`config.mk`:
```
export PLATFORM = sky130hd
export DESIGN_NAME = scan_breakpoint_segmenter
export DESIGN_NICKNAME = d
export VERILOG_FILES = /design/src/hw/rtl/sbs_pkg.sv /design/src/hw/rtl/sbs_div.sv /design/src/hw/rtl/sbs_out.sv /design/src/hw/rtl/scan_breakpoint_segmenter.sv
export SDC_FILE = /design/constraint.sdc
export NUM_CORES = 1
export LEC_CHECK = 0
export ABC_AREA = 1
export BUFFER_PORTS_ARGS = -buffer_cell sky130_fd_sc_hd__buf_2
export CORE_ASPECT_RATIO = 1.25
export CORE_MARGIN = 2
export CORE_UTILIZATION = 45
export DETAILED_ROUTE_END_ITERATION = 12
export SYNTH_ARGS = -nofsm -noshare
export SYNTH_HDL_FRONTEND = slang
export SYNTH_SLANG_ARGS = --single-unit
export TNS_END_PERCENT = 20
```
`constraint.sdc`:
```
create_clock -name clk -period 6.1 [get_ports clk]
set_clock_uncertainty 0.1 [all_clocks]
set_input_delay 0.61 -clock clk [delete_from_list [all_inputs] [get_ports clk]]
set_output_delay 0.61 -clock clk [all_outputs]
set_load 0.01 [all_outputs]
```
`src/hw/rtl/sbs_pkg.sv`:
```
// Shared constants and result type for the scan breakpoint segmenter.
package sbs_pkg;

	localparam int NUM_BINS     = 360;
	localparam int MAX_CLUSTERS = 32;

	localparam int DIST_W    = 12;
	localparam int THR_W     = 12;
	localparam int THR_RESET = 200;
	localparam int ANGLE_W   = 9;
	localparam int MEAN_W    = 12;
	localparam int COUNT_W   = 9;
	localparam int INDEX_W   = 5;

	localparam int BIN_W  = $clog2(NUM_BINS);
	localparam int CNT_W  = $clog2(NUM_BINS + 1);
	localparam int OBJ_W  = $clog2(MAX_CLUSTERS + 1);
	localparam int SUM_W  = $clog2(NUM_BINS * ((1 << DIST_W) - 1) + 1);
	localparam int STEP_W = $clog2(SUM_W + 1);

	// widths used to wrap internal values onto the output fields
	localparam int MID_X = (BIN_W > ANGLE_W) ? BIN_W : ANGLE_W;
	localparam int CNT_X = (CNT_W > COUNT_W) ? CNT_W : COUNT_W;
	localparam int OBJ_X = (OBJ_W > INDEX_W) ? OBJ_W : INDEX_W;

	typedef struct packed {
		logic [ANGLE_W-1:0] angle_bin;
		logic [MEAN_W-1:0]  mean_distance;
		logic [COUNT_W-1:0] point_count;
		logic [INDEX_W-1:0] object_index;
		logic               object_valid;
		logic               scan_end;
	} res_t;

endpackage

```
`src/hw/rtl/sbs_div.sv`:
```
// Bit-serial restoring divider: cluster sum by point count, one quotient bit per cycle.
module sbs_div (
	input  logic                     clk,
	input  logic                     arst_n,
	input  logic                     start,
	input  logic [sbs_pkg::SUM_W-1:0] dividend,
	input  logic [sbs_pkg::CNT_W-1:0] divisor,
	output logic                     done,
	output logic [sbs_pkg::MEAN_W-1:0] quotient
);

	logic                      busy_q;
	logic                      done_q;
	logic [sbs_pkg::STEP_W-1:0] step_q;
	logic [sbs_pkg::SUM_W-1:0]  dvd_q;
	logic [sbs_pkg::CNT_W-1:0]  dvs_q;
	logic [sbs_pkg::CNT_W-1:0]  rem_q;

	logic [sbs_pkg::CNT_W:0] rem_sh;
	logic [sbs_pkg::CNT_W:0] rem_sub;
	logic                    ge;

	assign rem_sh  = {rem_q, dvd_q[sbs_pkg::SUM_W-1]};
	assign rem_sub = rem_sh - {1'b0, dvs_q};
	assign ge      = rem_sh >= {1'b0, dvs_q};

	always_ff @(posedge clk or negedge arst_n) begin
		if (!arst_n) begin
			busy_q <= 1'b0;
			done_q <= 1'b0;
			step_q <= '0;
		end else begin
			done_q <= 1'b0;
			if (start) begin
				busy_q <= 1'b1;
				step_q <= sbs_pkg::STEP_W'(sbs_pkg::SUM_W);
			end else if (busy_q) begin
				step_q <= step_q - 1'b1;
				if (step_q == sbs_pkg::STEP_W'(1)) begin
					busy_q <= 1'b0;
					done_q <= 1'b1;
				end
			end
		end
	end

	// quotient bits shift in behind the dividend bits
	always_ff @(posedge clk) begin
		if (start) begin
			dvd_q <= dividend;
			dvs_q <= divisor;
			rem_q <= '0;
		end else if (busy_q) begin
			dvd_q <= {dvd_q[sbs_pkg::SUM_W-2:0], ge};
			rem_q <= ge ? rem_sub[sbs_pkg::CNT_W-1:0] : rem_sh[sbs_pkg::CNT_W-1:0];
		end
	end

	// mean never exceeds the largest distance, so the low bits hold it
	assign done     = done_q;
	assign quotient = dvd_q[sbs_pkg::MEAN_W-1:0];

endmodule

```
`src/hw/rtl/sbs_out.sv`:
```
// Output register for result requests, decoupling the segmenter from the receiver.
module sbs_out (
	input  logic          clk,
	input  logic          arst_n,
	input  logic          load,
	input  sbs_pkg::res_t res_d,
	input  logic          out_stall,
	output logic          out_valid,
	output sbs_pkg::res_t res_q,
	output logic          free
);

	logic valid_q;

	assign free      = !valid_q || !out_stall;
	assign out_valid = valid_q;

	always_ff @(posedge clk or negedge arst_n) begin
		if (!arst_n) begin
			valid_q <= 1'b0;
		end else if (load) begin
			valid_q <= 1'b1;
		end else if (!out_stall) begin
			valid_q <= 1'b0;
		end
	end

	always_ff @(posedge clk) begin
		if (load) begin
			res_q <= res_d;
		end
	end

endmodule

```
`src/hw/rtl/scan_breakpoint_segmenter.sv`:
```
// Top level of the scan breakpoint segmenter: bin intake, cluster tracking, result sequencing.
//
// Usage: one distance per angle bin enters on the in_valid/in_stall channel, NUM_BINS
// bins per scan in bin order. Objects leave on out_valid/out_stall, one request per
// object, the last request of each scan flagged by scan_end. The user writes jump_threshold
// on cfg_valid/cfg_ready (always ready) only while idle; the block does not enforce this.
// Sequencing: a bin that closes no cluster leaves the block idle. Each closed
// cluster runs the serial divider for the mean, one quotient bit per cycle
// over SUM_W bits (21 at 360 bins); the result then passes through S_EMIT and is
// loaded into the output register once it is free. A bin that closes two
// clusters (jump on the final bin) runs the divider for each in turn. The
// full-table end marker needs no division and goes from S_FINAL to S_EMIT.
// in_stall is high while a bin is being worked on or a result waits for room.
// A stalled receiver holds the output register; the block then holds in_stall
// until the pending result is loaded.
// Reset clears the scan state, the object count and the output valid flag, and
// restores jump_threshold to 200; no clearing pass is needed.
module scan_breakpoint_segmenter (
	input  logic                        clk,
	input  logic                        arst_n,
	input  logic                        in_valid,
	output logic                        in_stall,
	input  logic [sbs_pkg::DIST_W-1:0]  distance,
	input  logic                        cfg_valid,
	output logic                        cfg_ready,
	input  logic [sbs_pkg::THR_W-1:0]   cfg_data,
	output logic                        out_valid,
	input  logic                        out_stall,
	output logic [sbs_pkg::ANGLE_W-1:0] angle_bin,
	output logic [sbs_pkg::MEAN_W-1:0]  mean_distance,
	output logic [sbs_pkg::COUNT_W-1:0] point_count,
	output logic [sbs_pkg::INDEX_W-1:0] object_index,
	output logic                        object_valid,
	output logic                        scan_end
);

	typedef enum logic [1:0] {S_IDLE, S_FINAL, S_DIV, S_EMIT} state_t;

	state_t                     state_q;
	logic [sbs_pkg::THR_W-1:0]  thr_q;
	logic [sbs_pkg::DIST_W-1:0] prev_q;
	logic [sbs_pkg::BIN_W-1:0]  bin_q;
	logic [sbs_pkg::BIN_W-1:0]  start_q;
	logic [sbs_pkg::SUM_W-1:0]  sum_q;
	logic [sbs_pkg::OBJ_W-1:0]  cnt_q;
	logic                       fin_q;
	logic                       div_start_q;
	logic [sbs_pkg::SUM_W-1:0]  job_sum_q;
	logic [sbs_pkg::CNT_W-1:0]  job_dvs_q;
	sbs_pkg::res_t              pend_q;

	logic                        in_acc;
	logic [sbs_pkg::DIST_W-1:0]  diff;
	logic                        jump;
	logic                        room;
	logic                        is_first;
	logic                        is_last;
	logic [sbs_pkg::CNT_W-1:0]   jump_cnt;
	logic [sbs_pkg::CNT_W-1:0]   fin_cnt;
	logic [sbs_pkg::BIN_W-1:0]   last_bin;
	logic                        div_done;
	logic [sbs_pkg::MEAN_W-1:0]  div_quot;
	logic                        out_free;
	logic                        out_load;
	sbs_pkg::res_t               out_res;

	function automatic logic [sbs_pkg::ANGLE_W-1:0] mid_angle(
		input logic [sbs_pkg::BIN_W-1:0] first,
		input logic [sbs_pkg::BIN_W-1:0] last
	);
		logic [sbs_pkg::BIN_W:0]   s;
		logic [sbs_pkg::MID_X-1:0] ext;
		s   = {1'b0, first} + {1'b0, last};
		ext = sbs_pkg::MID_X'(s[sbs_pkg::BIN_W:1]);
		return ext[sbs_pkg::ANGLE_W-1:0];
	endfunction

	function automatic logic [sbs_pkg::COUNT_W-1:0] count_field(
		input logic [sbs_pkg::CNT_W-1:0] c
	);
		logic [sbs_pkg::CNT_X-1:0] ext;
		ext = sbs_pkg::CNT_X'(c);
		return ext[sbs_pkg::COUNT_W-1:0];
	endfunction

	function automatic logic [sbs_pkg::INDEX_W-1:0] index_field(
		input logic [sbs_pkg::OBJ_W-1:0] c
	);
		logic [sbs_pkg::OBJ_X-1:0] ext;
		ext = sbs_pkg::OBJ_X'(c);
		return ext[sbs_pkg::INDEX_W-1:0];
	endfunction

	assign in_stall  = state_q != S_IDLE;
	assign cfg_ready = 1'b1;
	assign in_acc    = in_valid && !in_stall;

	assign diff     = (distance > prev_q) ? distance - prev_q : prev_q - distance;
	assign jump     = diff > thr_q;
	assign room     = cnt_q < sbs_pkg::OBJ_W'(sbs_pkg::MAX_CLUSTERS);
	assign is_first = bin_q == '0;
	assign is_last  = bin_q == sbs_pkg::BIN_W'(sbs_pkg::NUM_BINS - 1);
	assign last_bin = sbs_pkg::BIN_W'(sbs_pkg::NUM_BINS - 1);
	// cluster before a jump spans start..bin-1
	assign jump_cnt = sbs_pkg::CNT_W'(bin_q - start_q);
	assign fin_cnt  = sbs_pkg::CNT_W'(sbs_pkg::NUM_BINS) - sbs_pkg::CNT_W'(start_q);

	always_ff @(posedge clk or negedge arst_n) begin
		if (!arst_n) begin
			state_q     <= S_IDLE;
			thr_q       <= sbs_pkg::THR_W'(sbs_pkg::THR_RESET);
			prev_q      <= '0;
			bin_q       <= '0;
			start_q     <= '0;
			sum_q       <= '0;
			cnt_q       <= '0;
			fin_q       <= 1'b0;
			div_start_q <= 1'b0;
		end else begin
			div_start_q <= 1'b0;
			if (cfg_valid) begin
				thr_q <= cfg_data;
			end
			case (state_q)
				S_IDLE: begin
					if (in_acc) begin
						prev_q <= distance;
						if (is_first) begin
							cnt_q   <= '0;
							start_q <= '0;
							sum_q   <= sbs_pkg::SUM_W'(distance);
							bin_q   <= sbs_pkg::BIN_W'(1);
						end else begin
							if (jump) begin
								start_q <= bin_q;
								sum_q   <= sbs_pkg::SUM_W'(distance);
							end else begin
								sum_q <= sum_q + sbs_pkg::SUM_W'(distance);
							end
							bin_q <= is_last ? '0 : bin_q + 1'b1;
							fin_q <= is_last;
							if (jump && room) begin
								cnt_q       <= cnt_q + 1'b1;
								div_start_q <= 1'b1;
								state_q     <= S_DIV;
							end else if (is_last) begin
								state_q <= S_FINAL;
							end
						end
					end
				end
				S_FINAL: begin
					fin_q <= 1'b0;
					if (room) begin
						cnt_q       <= cnt_q + 1'b1;
						div_start_q <= 1'b1;
						state_q     <= S_DIV;
					end else begin
						state_q <= S_EMIT;
					end
				end
				S_DIV: begin
					if (div_done) begin
						state_q <= S_EMIT;
					end
				end
				S_EMIT: begin
					if (out_free) begin
						state_q <= fin_q ? S_FINAL : S_IDLE;
					end
				end
				default: begin
					state_q <= S_IDLE;
				end
			endcase
		end
	end

	// pending result and divider operands
	always_ff @(posedge clk) begin
		if (state_q == S_IDLE && in_acc && !is_first && jump && room) begin
			job_sum_q           <= sum_q;
			job_dvs_q           <= jump_cnt;
			pend_q.angle_bin    <= mid_angle(start_q, bin_q - 1'b1);
			pend_q.mean_distance <= '0;
			pend_q.point_count  <= count_field(jump_cnt);
			pend_q.object_index <= index_field(cnt_q);
			pend_q.object_valid <= 1'b1;
			pend_q.scan_end     <= 1'b0;
		end else if (state_q == S_FINAL) begin
			job_sum_q <= sum_q;
			job_dvs_q <= fin_cnt;
			if (room) begin
				pend_q.angle_bin    <= mid_angle(start_q, last_bin);
				pend_q.mean_distance <= '0;
				pend_q.point_count  <= count_field(fin_cnt);
				pend_q.object_index <= index_field(cnt_q);
				pend_q.object_valid <= 1'b1;
				pend_q.scan_end     <= 1'b1;
			end else begin
				// table full: end-of-scan marker
				pend_q.angle_bin     <= '0;
				pend_q.mean_distance <= '0;
				pend_q.point_count   <= '0;
				pend_q.object_index  <= '0;
				pend_q.object_valid  <= 1'b0;
				pend_q.scan_end      <= 1'b1;
			end
		end else if (state_q == S_DIV && div_done) begin
			pend_q.mean_distance <= div_quot;
		end
	end

	sbs_div u_div (
		.clk      (clk),
		.arst_n   (arst_n),
		.start    (div_start_q),
		.dividend (job_sum_q),
		.divisor  (job_dvs_q),
		.done     (div_done),
		.quotient (div_quot)
	);

	assign out_load = (state_q == S_EMIT) && out_free;

	sbs_out u_out (
		.clk       (clk),
		.arst_n    (arst_n),
		.load      (out_load),
		.res_d     (pend_q),
		.out_stall (out_stall),
		.out_valid (out_valid),
		.res_q     (out_res),
		.free      (out_free)
	);

	assign angle_bin     = out_res.angle_bin;
	assign mean_distance = out_res.mean_distance;
	assign point_count   = out_res.point_count;
	assign object_index  = out_res.object_index;
	assign object_valid  = out_res.object_valid;
	assign scan_end      = out_res.scan_end;

`ifndef SYNTH
	a_marker_shape: assert property (@(posedge clk) disable iff (!arst_n)
		out_valid && !object_valid |-> scan_end && point_count == '0)
		else $error("end marker without scan_end or with nonzero count");

	a_div_done_in_div: assert property (@(posedge clk) disable iff (!arst_n)
		div_done |-> state_q == S_DIV)
		else $error("divider finished outside of a division");

	a_table_bound: assert property (@(posedge clk) disable iff (!arst_n)
		cnt_q <= sbs_pkg::OBJ_W'(sbs_pkg::MAX_CLUSTERS))
		else $error("object count exceeds table size");
`endif

endmodule
```
==> summary.txt <==
Outcome
  • Status: finished, final reports clean

CTS
  • CTS Buffer Depth: 3
  • Clock sinks: 224
  • H-tree depth: 1
  • Setup repair bufs after CTS: 0
  • Clk slew on worst S/H paths: 0.06 ns
  • Root Buffer Master: clkbuf_16
  • Num CTS Buffers: 26
  • CTS tree: done
  • Clock latency at the later pin of the worst-skew pair: between 0.5 and 0.6 ns

Layout
  • Most frequent cells in the layout: nand2_1 (400), inv_1 (208), nand3_1 (126), edfxtp_1 (120), o21ai_0 (98)
  • Non-Filler Cell Area, Final: 0.0142 sq mm
  • # fillers: approximately 2600
  • Layout cells sized above 1: 9.83%
  • Area of the multi-input gates: around 0.0056 sq mm
  • Most common cell after layout, fill and taps aside: nand2_1
  • Storage element area: 0.00609 sq mm
  • Area Overhead vs Synth: 11.9%
  • Nets@finish: approximately 1700

Timing
  • Slew HR: 28.8%
  • Period utilization: 73.8%
  • Setup_tns: 0 ns
  • Final hold violation count: 0
  • Final Setup Violations: 0
  • Min Tclk post-route: 4.50 ns
  • Worst-Margin Slew: 1.07 ns
  • RSZ-0062 raised after global routing: false
  • Max Freq: 222 MHz
  • Post-route setup slack: 1.60 ns
  • Final slew viol count: 0

Floorplanning
  • Die Wd: 154 microns
  • Starting Density: between 40 and 50%
  • Die Height: 192 microns
  • DIE AREA: between 0.02 and 0.03 sq mm
  • Std-Cell Rows: 68
  • I/O pins: 69
  • Core footprint: approximately 0.028 sq mm

Worst setup path
  • Worst Path Max Fanout: 27
  • R2r worst-path depth: 24
  • Worst Setup Start Kind: register
  • Critical-path top delay cell: nand2_2
  • FF-to-FF Start: prev_q[2]
  • Critical Path Max Stage Delay: 0.53 ns
  • Setup CP Type: reg2reg
  • Crit path cell chain: ha_1, nand2_1, inv_1, nand2_1, nand2_1, nand2_1, nand3_2, nand2_1, nand3_1, nand2_1, inv_1, nand2_1, nand2_1, inv_1, ha_1, nand4_1, nor2_2, nand2_1, nand3_2, nand2_2, inv_2, nand3_2, nand2_2, buf_12
  • Worst setup EP type: register
  • WP data arrival: between 4 and 5 ns
  • R2r setup slk: 1.60 ns
  • CP most frequent cell: nand2_1
  • Reg2reg end: pend_q[34]
  • Critical Path RT: 6.23 ns

Min path
  • Endpoint, Worst Hold: thr_q[5]
  • Hold_sp: cfg_data[5]
  • Hold Path Depth: 3
  • Hold WC Path Type: in2reg

Drt
  • Post-DR vias/cell: 5.08
  • Avg WL per Cell: 15.0 microns
  • Via count: 9786
  • Detailed Route Iter0 Violations: 648
  • Drt total wl: ~29000 microns
  • Pre-antenna DRT Iters: 5
  • Antenna-violating nets left: 0
  • Remaining DRCs: 0

Pwr
  • Sw Share: between 40% and 50%
  • VDD IR max: around 0.0003 V
  • Gate power share: around half
  • Register share of total power: 31.9%
  • Leak: roughly 0.0068 uW
  • Clock power frac: 17.4%
  • Internal: ~4700 uW
  • Cell Pwr Density: between 500 and 600 mW/mm^2
  • Switching component of the power: 3800 uW

Place
  • Dpl hpwl: 21800 microns
  • Post-Place Setup Slack: 1.16 ns
  • GPL Wtd Cong: 0.904
  • Placed Area: 0.0134 sq mm
  • PortBufs: 67

Synth
  • Post-synthesis sequential area ratio: between 40 and 50%
  • Prevailing post-synth register cell: edfxtp_1
  • Syn Area/Cell: 8.52 sq um
  • FFs w/ async S/R, synth: 36.2%
  • Synthesis Warnings: 0
  • Netlist cell types: 49
  • Post-synthesis register bit count: ~220
  • EDFF count, synth: 120
  • Netlist Area Pre-Place: 0.0127 sq mm
  • Syn_nets: 1605
  • Post-Synthesis Cells: 1488

Global route
  • Grt total ovfl: 0
  • Number of global-route vias before repair: around 9600
  • Initial antenna violation count: 1
  • Total GRT Usage: 20.1%
  • Maximum number of pins on one net before global-route repair: 72
  • First-pass GRT wire length: roughly 48000 microns

Job
  • Max Cap Viol: 0
[how the worst max path moves through the flow]
stage | startpoint | to
finish | prev_q[2] | pend_q[34]
CTS | prev_q[6] | pend_q[35]
global placement | distance[6] | pend_q[33]
floorplan | distance[0] | job_dvs_q[0]
global route | prev_q[2] | pend_q[36]
detailed placement | distance[6] | pend_q[35]
[what timing repair did]
| item | 4_1_cts | 5_1_grt |
|---|---|---|
| hold buffers | 1 | 0 |
| endpoints found under the setup margin | 0 | 0 |
| hold endpoints to repair | 8 | 0 |
| resized for setup | 0 | 0 |
[through the flow]
| step | instances | util (%) | hold slack (ns) | power, uW |
|---|---|---|---|---|
| detailed placement | 1878 | 48.3 | 0.305 | 7060 |
| global placement | 1878 | 48.3 | 0.302 | 7010 |
| global route | 1927 | 51.3 | 0.190 | 9300 |
| finish | 1928 | 51.3 | 0.183 | 8490 |
| CTS | 1927 | 51.3 | 0.162 | 8580 |
| floorplan | 1488 | - | 0.214 | 5920 |
[sequential cells by signal (all words and copies together), names as in the netlist, 2 cells and up]
signal / cells
job_dvs_q: 9
u_out.res_q: 37
bin_q: 9
u_div.dvd_q: 21
u_div.rem_q: 9
sum_q: 21
u_div.dvs_q: 9
thr_q: 12
job_sum_q: 21
state_q: 2
prev_q: 12
start_q: 9
pend_q: 37
u_div.step_q: 5
cnt_q: 6
[kinds of logic after synthesis]
logic type | after synthesis | share of synthesized area (%)
muxes | 1 | 0.0888
buffers and inverters | 250 | 7.86
other | 1 | 0.0296
adders and majority gates | 88 | 9.04
xor gates and xnor gates | 53 | 3.66
AOI/OAI and AO/OA | 202 | 8.54
and+or+nand+nor | 669 | 22.7
DFF | 224 | 48.1
[power groups by stage]
stage | registers (uW) | logic (uW) | clock network (uW)
6_report | 2710 | 4300 | 1480
5_1_grt | 2780 | 4940 | 1580
4_1_cts | 2710 | 4350 | 1520
3_5_place_dp | 2740 | 4330 | 0
3_3_place_gp | 2730 | 4280 | 0
2_1_floorplan | 2660 | 3260 | 0
[cells in the mapped netlist (2+ instances only)]
library cell,instances,area (sq um)
nand2_2,5,31.3
buf_6,4,45.0
nand3_2,4,40.0
o211ai_1,4,30.0
nand4_1,10,62.6
o31ai_1,2,15.0
nand2_1,401,1510
o21bai_1,4,30.0
or2_2,7,43.8
dfstp_2,3,78.8
xnor2_1,11,96.3
nand3b_1,11,82.6
buf_4,4,30.0
inv_1,208,781
inv_2,5,18.8
nor3_1,19,95.1
nor2_8,2,40.0
o21a_1,3,22.5
o21ai_1,9,45.0
o21ai_0,98,490
o22ai_1,8,50.1
inv_4,2,12.5
nor2_1,78,293
a21oi_1,66,330
a21boi_0,2,15.0
dfrtp_1,78,1950
edfxtp_1,120,3600
ha_1,82,1030
dfxtp_1,23,460
nor4_1,2,12.5
nand3_1,126,631
xor2_1,42,368
fa_1,6,120
clkbuf_1,19,71.3
buf_2,6,30.0
[critical path: cells and delay by family (launching register included)]
family	cells	cell delay [ns]
adders and majority gates	2	0.74
buffers and inverters	5	0.78
DFF	1	0.40
and+or+nand+nor	17	2.15
[cell type report]
cell class | instances | area share [%]
Timing Repair Buffer | 75 | 2.91
Clock inverter | 18 | 0.855
Sequential cell | 224 | 42.9
Clock buffer | 30 | 4.98
Antenna cell | 1 | 0.0176
Inverter | 216 | 5.75
Multi-Input combinational cell | 1014 | 39.5
Tap cell | 350 | 3.08
[routing by layer]
layer / up-vias / part of all wire, % / track usage (%)
li1: 5017 / - / -
met5: - / 0 / 0
met1: 4526 / 44 / 25.5
met2: 194 / 49 / 35.7
met3: 49 / 4.3 / 2.62
met4: 0 / 2.2 / 6.15
No activity file was read; power rests on OpenSTA's default activity.
